--- src/hdl/sps_pkg.sv ---
`default_nettype none

package sps_pkg;

	localparam int MAX_ITEMS = 1024;
	localparam int CNT_W     = $clog2(MAX_ITEMS + 1);
	// one item's partial sum: at most MAX_ITEMS values of 32 bits
	localparam int PART_W    = 32 + $clog2(MAX_ITEMS);

	typedef struct packed {
		logic signed [31:0] value;
		logic               last_item;
	} in_word_t;

	typedef struct packed {
		logic signed [63:0] total;
		logic               overflow;
	} out_word_t;

	// word moving down the cell chain
	typedef struct packed {
		logic                     valid;
		logic                     live;     // compares against stored values
		logic                     placed;   // already stored in a cell or dropped
		logic                     last;
		logic                     overflow;
		logic signed [31:0]       value;
		logic signed [PART_W-1:0] partial;
	} tok_t;

endpackage

`default_nettype wire

--- src/hdl/sps_cell.sv ---
`default_nettype none

module sps_cell (
	input  wire logic         clk,
	input  wire logic         arst_n,
	input  wire logic         en,
	input  wire sps_pkg::tok_t tok_in,
	output sps_pkg::tok_t     tok_out
);

	logic                             occupied_q;
	logic signed [31:0]               stored_q;
	sps_pkg::tok_t                    tok_q;
	sps_pkg::tok_t                    tok_d;
	logic                             hit;
	logic                             take;
	logic signed [sps_pkg::PART_W-1:0] stored_ext;

	assign stored_ext = {{(sps_pkg::PART_W-32){stored_q[31]}}, stored_q};
	assign hit        = tok_in.valid && tok_in.live && occupied_q && (stored_q < tok_in.value);
	assign take       = tok_in.valid && !tok_in.placed && !occupied_q;

	always_comb begin
		tok_d = tok_in;
		if (hit) begin
			tok_d.partial = tok_in.partial + stored_ext;
		end
		if (take) begin
			tok_d.placed = 1'b1;
		end
	end

	always_ff @(posedge clk or negedge arst_n) begin
		if (!arst_n) begin
			occupied_q <= 1'b0;
			tok_q      <= '0;
		end else if (en) begin
			tok_q <= tok_d;
			if (tok_in.valid) begin
				occupied_q <= tok_in.last ? 1'b0 : (occupied_q | take);
			end
		end
	end

	always_ff @(posedge clk) begin
		if (en) begin
			if (take) begin
				stored_q <= tok_in.value;
			end
		end
	end

	assign tok_out = tok_q;

endmodule

`default_nettype wire

--- config.mk ---
export PLATFORM = sky130hd
export DESIGN_NAME = sps_cell
export DESIGN_NICKNAME = d
export VERILOG_FILES = /design/src/hdl/sps_pkg.sv /design/src/hdl/sps_cell.sv
export SDC_FILE = /design/constraint.sdc
export NUM_CORES = 1
export LEC_CHECK = 0
export ABC_AREA = 0
export BUFFER_PORTS_ARGS = -buffer_cell sky130_fd_sc_hd__buf_2
export CAP_MARGIN = 10
export CORE_ASPECT_RATIO = 2
export CORE_UTILIZATION = 45
export DETAILED_ROUTE_END_ITERATION = 10
export PLACE_DENSITY = 0.67
export SYNTH_ARGS = -nofsm -noshare
export SYNTH_HDL_FRONTEND = slang
export SYNTH_SLANG_ARGS = --single-unit
export TNS_END_PERCENT = 10
--- constraint.sdc ---
create_clock -name clk -period 3.68 [get_ports clk]
set_input_delay 0.552 -clock clk [delete_from_list [all_inputs] [get_ports clk]]
set_output_delay 0.552 -clock clk [all_outputs]
set_load 0.01 [all_outputs]
==> results of run 1 <==
## sequential cells by signal (all words and copies together), names as in the netlist
name        count
stored_q       32
tok_out        79
occupied_q      1
## layout by cell type, fill, tap and decap left out, drive strengths merged, types with 3 or more instances in the layout
cell and n:
nand3 10, buf 172, or3 6, nor3 8, edfxtp 32, clkbuf 12, nor2b 7, nand2b 3
xnor2 25, nor2 61, and3 5, ha 72, o21bai 8, xor2 11, dfrtp 80, or2 3
clkinv 3, o31ai 5, nand4 13, nand2 87, a21o 29, a211oi 4, a21oi 58, a31oi 41
o21ai 23, nand3b 4, mux2 40, inv 40
## stage by stage
step                      setup slack, ns  cell area [sq um]  utilization  hold slack [ns]  instances
final                              0.3991               8498       0.5386           0.3724       1098
after global routing               0.1113               8498       0.5386           0.3885       1098
after CTS                          0.3778               8496       0.5385           0.3808       1097
after detailed placement           0.1586               8214       0.5206           0.4903       1081
after global placement             0.1411               8214       0.5206           0.4835       1081
after floorplan                   0.03708               7278            -           0.2564        738
## area by class of cell
type / count / area share
tap: 201 / 0.02959
antenna: 1 / 0.0002945
clock buffer: 12 / 0.02783
multi-input combinational: 556 / 0.4638
clock inverter: 4 / 0.005300
sequential: 112 / 0.3486
inverter: 40 / 0.01767
timing repair buffer: 172 / 0.1069
## worst reg2reg max path, cell delays in order (launching register included)
cell,delay [ns]
edfxtp_1,0.45
ha_1,0.32
a211oi_1,0.33
nor3_1,0.14
o311ai_0,0.41
nand3_1,0.34
o22ai_2,0.30
o31ai_1,0.17
a211oi_1,0.35
xnor2_1,0.17
nand2_1,0.07
a31oi_1,0.16
## worst paths after layout
| path | startpoint | to | slack [ns] | cells after the start |
|---|---|---|---|---|
| setup reg to reg | stored_q[1]$_DFFE_PP_ | tok_out[39]$_DFFE_PN0P_ | 0.40 | 11 |
| min in group clk | tok_in[50] | stored_q[8]$_DFFE_PP_ | 0.39 | 1 |
| max in group asynchronous | arst_n | tok_out[42]$_DFFE_PN0P_ | 2.61 | 1 |
| setup / recovery | stored_q[1]$_DFFE_PP_ | tok_out[39]$_DFFE_PN0P_ | 0.40 | 11 |
| hold / removal | arst_n | tok_out[66]$_DFFE_PN0P_ | 0.37 | 1 |
| hold reg to reg | tok_out[62]$_DFFE_PN0P_ | tok_out[62]$_DFFE_PN0P_ | 0.50 | 1 |
## power by group through the flow
stage	Clock, mW	Combinational [mW]	Sequential, mW
detailed placement	0	0.746	1.46
global route	1.05	0.825	1.45
finish	0.981	0.742	1.44
global placement	0	0.737	1.46
CTS	1.00	0.750	1.44
floorplan	0	0.439	1.50
## synth_stat cells, drive strengths merged (13+ instances only)
master / number
inv: 40
nor2: 61
mux2: 40
nand2: 87
xnor2: 25
a21oi: 58
dfrtp: 80
clkbuf: 19
nand4: 13
o21ai: 23
ha: 72
a31oi: 41
edfxtp: 32
a21o: 29
## metal layers
layer	wire length, um	up-vias	share of wire	track usage
li1	-	2975	-	-
met1	6984	2876	0.38	0.2386
met2	9963	148	0.54	0.4275
met3	647	49	0.035	0.02889
met4	856	0	0.046	0.1275
met5	0	-	0	0
## cells by family (layout without fill, tap and decap cells)
logic type,count (synthesis),in the layout,share of synthesized area
simple gates,218,218,0.1368
compound gates,187,187,0.1674
flops,112,112,0.4071
fa+ha+maj,73,73,0.1265
buf+inv,70,228,0.05363
mux,42,42,0.06515
xor+xnor,36,36,0.04332
other cells,0,1,0
==> results.toml, run 1 <==
[critical_path]
path_cells = "ha_1 > a211oi_1 > nor3_1 > o311ai_0 > nand3_1 > o22ai_2 > o31ai_1 > a211oi_1 > xnor2_1 > nand2_1 > a31oi_1"
worstPathArrival_ns = 3.56
cp_common_cell = "a211oi_1"
crit_fanout = 4
crit_required_ns = 3.96
cp-end-kind = "register"
critPathLaunchType = "register"
path_buf_inv = 0
path_delay_family = "compound AO/OA/AOI/OAI gates"
critical-path-max-stage-delay_ns = 0.45
critical_path_class = "reg2reg"
slowest_stage = "edfxtp_1"

[worst_hold_path]
hold_path_class = "in2async"

[global_routing]
grt.total_usage = 0.2278
grt_max_degree = 81
antenna_found_initial = 1
gr-total-overflow = 0
grt_pass1_vias = 6223
grt_pass1_wl_um = 29980

[yosys]
synth_area_per_cell_sq_um = 9.862
yosysSeqAreaShare = 0.4071
yosysWarningCount = 0
ys_ff_latch = 112
ys.flop_type = "dfrtp_1"
async_flop_share = 0.7143
netlist_instances = 738
yosys-top-cells-area = "dfrtp_1 28%, edfxtp_1 13%, ha_1 12%"
synth.top_cell.area_share = 0.2751
synth_edf_count = 32
synth_top_area_cell = "dfrtp_1"
syn-num-nets = 893
syn-cell-area_sq_um = 7278
ys_types = 72

[clocking]
cts_resized = 0
cts_setup_buffers = 0
cts_sinks = 112
cts_hold_buf = 0
cts_tree = "yes"
cts-root-buf = "clkbuf_16"
cts_buffers = 9
cts_buffer_depth = 2
clkSlewWorstSetupHoldPaths_ns = 0.07
clk_latency_ns = 0.36
htreeDepth = 3

[power_and_ir_drop]
max-vdd-ir-drop_mv = 0.2294
clkPwrFrac = 0.311
p_leak_nw = 3.987
combPwrFrac = 0.235
swShare = 0.2921
power_density_nw_per_um2 = 371.7
seqPwrFrac = 0.454
internal_power_mw = 2.236
p_sw_mw = 0.9226
power.total_mw = 3.159

[status]
status = "finished, final reports clean"

[route]
vias = 6048
wirelength_um = 18450
routed_via_density = 5.508
wl_per_cell_um = 16.81
ant_nets = 0
drt_iter0_drc = 259
remaining_drc_errors = 0
firstDrtPassIters = 4

[floorplan]
fp.dieW_um = 91.93
die_h_um = 181.9
io_pins = 161
core_area_sq_um = 15780
die-area_sq_um = 16720
initial_core_util = 0.4613
rows = 65

[sta]
min_period_ns = 3.281
hold_viol = 0
setup_viol = 0
rsz0062_at_grt = "no"
setup_tns_ns = 0
finalMaxSlewViolations = 0
period_share = 0.8915
fmax_ghz = 0.3048
skew_ns = 0.01198
worst_pin_slew_ns = 1.062
slew_headroom = 0.2923

[place]
dp_hpwl_um = 14170
gp_congestion = 0.9254
io_buffers = 160

[finish]
seqCellArea_sq_um = 2963
nNetsFinal = 1046
fillers = 1489
drive_above_1_share = 0.2723
multi_input_area_sq_um = 3941
area_delta_synth_final_pct = 16.76

[flow_run]
drv_cap = 0
Note: power is estimated with default switching activity, not from simulation.
==> inputs of run 2 (changes only) <==
- ABC_AREA: 0 -> 1
- PLACE_DENSITY: 0.67 -> 0.66
==> results.toml, run 2 <==
[clocking]
clkSlewWorstSetupHoldPaths_ns = 0.08
htreeDepth = 3
cts_buffers = 9
cts-root-buf = "clkbuf_16"
clk_latency_ns = 0.38
cts_sinks = 112
cts_hold_buf = 0
cts_setup_buffers = 0
cts_tree = "yes"
cts_buffer_depth = 2
cts_resized = 0

[sta]
rsz0062_at_grt = "no"
fmax_ghz = 0.3562
setup_viol = 0
setup_tns_ns = 0
hold_viol = 0
period_share = 0.7629
worst_pin_slew_ns = 1.034
min_period_ns = 2.807
fin_hold_ws_ns = 0.3043
finalMaxSlewViolations = 0
slew_headroom = 0.3091
skew_ns = 0.008897

[yosys]
synthAdderAreaFrac = 0.1067
synth_edf_count = 32
yosysWarningCount = 0
yosys-top-cells-area = "dfrtp_1 23%, nand2_1 21%, edfxtp_1 11%"
syn-cell-area_sq_um = 8631
synth_xor_area_frac = 0.02537
synth.top_cell.area_share = 0.2320
synth_top_family_by_area = "simple AND/OR/NAND/NOR gates"
synth_area_per_cell_sq_um = 6.759
synthMuxAreaShare = 0
synth_top_area_cell = "dfrtp_1"
synthSimpleGateAreaFrac = 0.3585
syn-num-nets = 1432
ys.flop_type = "dfrtp_1"
ys_ff_latch = 112
synth_compound_area_frac = 0.05871
post-synth-top-count-cell = "nand2_1"
async_flop_share = 0.7143
yosysSeqAreaShare = 0.3433
synth_commonest_cells = "477 x nand2_1, 198 x inv_1, 123 x nand3_1, 97 x nor2_1, 80 x dfrtp_1"
ys_types = 37
netlist_instances = 1277

[power_and_ir_drop]
power_density_nw_per_um2 = 333.0
seqPwrFrac = 0.435
combPwrFrac = 0.265
max-vdd-ir-drop_mv = 0.2858
power.total_mw = 3.302
swShare = 0.3400
p_leak_nw = 5.587
internal_power_mw = 2.179
p_sw_mw = 1.123
clkPwrFrac = 0.300

[floorplan]
io_pins = 161
initial_core_util = 0.4583
fp.dieW_um = 99.93
rows = 71
die-area_sq_um = 19770
die_h_um = 197.9
core_area_sq_um = 18830

[finish]
largest_reg_flops = 79
area_delta_synth_final_pct = 14.90
final_common_cell = "nand2_1"
drive_above_1_share = 0.1441
diodes = 0
multi_input_area_sq_um = 4748
seqCellArea_sq_um = 2963
final_cell_mix = "477 x nand2_1, 197 x inv_1, 159 x buf_2"
final_cell_area_sq_um = 9917
nNetsFinal = 1580
fillers = 2011

[global_routing]
antenna_found_initial = 0
grt_pass1_vias = 8001
grt_pass1_wl_um = 41770
grt.total_usage = 0.2823
gr-usage-met2 = 0.5384
grt_max_degree = 71
gr-usage-met1 = 0.2857
top_usage_layer = "met2"
gr-total-overflow = 0
gr-usage-met3 = 0.03530

[route]
wl_per_cell_um = 16.08
routed_via_density = 4.918
ant_nets = 0
remaining_drc_errors = 0
drt_iter0_drc = 342
vias = 8286
wirelength_um = 27100
firstDrtPassIters = 5

[flow_run]
drv_cap = 0

[status]
status = "finished, final reports clean"

[critical_path]
crit_fanout = 42
r2r_setup_slack_ns = 0.87
worstPathArrival_ns = 3.12
critical_path_class = "reg2reg"
critPathLaunchType = "register"
crit_required_ns = 4.00
cp-end-kind = "register"
worstRegToRegCells = 12

[place]
dp_hpwl_um = 22020
dpl_cell_area_sq_um = 9629
gp_congestion = 0.9510
io_buffers = 160

[worst_hold_path]
hold_path_class = "in2async"
run 2: changes by cell type after synthesis, moves of 8 or more:
cell	previous run	this run
nor2_1	61	97
nand2_1	87	477
inv_1	39	198
a21oi_1	55	40
buf_6	0	8
a21o_1	28	3
xor2_1	11	2
mux2_2	39	0
nand3_1	10	123
o21ai_0	19	41
a31oi_1	41	1
run 2: final cells by class:
cell class | instances | area share
flip-flops and latches | 112 | 0.2988
clock buffers | 10 | 0.02410
inverters | 200 | 0.07570
multi-input cells | 936 | 0.4788
clock inverters | 6 | 0.004921
well taps | 255 | 0.03217
repair buffers | 166 | 0.08554
run 2: routing by layer:
layer  part of all wire  vias to the layer above
li1                   -                     4294
met1               0.37                     3771
met2               0.55                      167
met3              0.026                       54
met4              0.055                        0
met5                  0                        -
run 2: kinds of logic after synthesis:
family          after synthesis
xor+xnor                     25
flops                       112
buf+inv                     229
simple gates                743
compound gates               95
fa+ha+maj                    73
run 2: worst paths after layout:
check | start | endpoint
worst max-delay path | stored_q[31]$_DFFE_PP_ | tok_out[31]$_DFFE_PN0P_
worst min-delay path | arst_n | tok_out[78]$_DFFE_PN0P_
worst max register to register | stored_q[31]$_DFFE_PP_ | tok_out[31]$_DFFE_PN0P_
worst min register to register | tok_out[78]$_DFFE_PN0P_ | tok_out[78]$_DFFE_PN0P_
max in group asynchronous | arst_n | tok_out[20]$_DFFE_PN0P_
min in group clk | tok_in[68] | stored_q[26]$_DFFE_PP_
run 2: power groups by stage:
stage	Combinational, mW	Sequential (mW)	Clock [mW]
after floorplan	0.513	1.50	0
after global placement	0.869	1.46	0
after detailed placement	0.878	1.46	0
after CTS	0.882	1.44	1.02
after global routing	0.986	1.45	1.06
final	0.874	1.44	0.990
run 2: metrics by stage:
stage | utilization | setup WS [ns] | cells
after floorplan | - | 1.018 | 1277
after global placement | 0.5113 | 0.7608 | 1669
after detailed placement | 0.5113 | 0.7238 | 1669
after CTS | 0.5266 | 0.8937 | 1685
after global routing | 0.5266 | 0.6385 | 1685
final | 0.5266 | 0.8726 | 1685
run 2: worst max-delay path, stage by stage (launching register included):
cell and delay, ns:
edfxtp_1 0.64, ha_1 0.46, nand2_1 0.13, nor2_1 0.05, nor2_1 0.09, nand3_1 0.13
a21oi_2 0.18, nand2_1 0.09, nand2_1 0.10, nand3_4 0.45, nand2_1 0.21, nand3_1 0.09
nand2_1 0.08
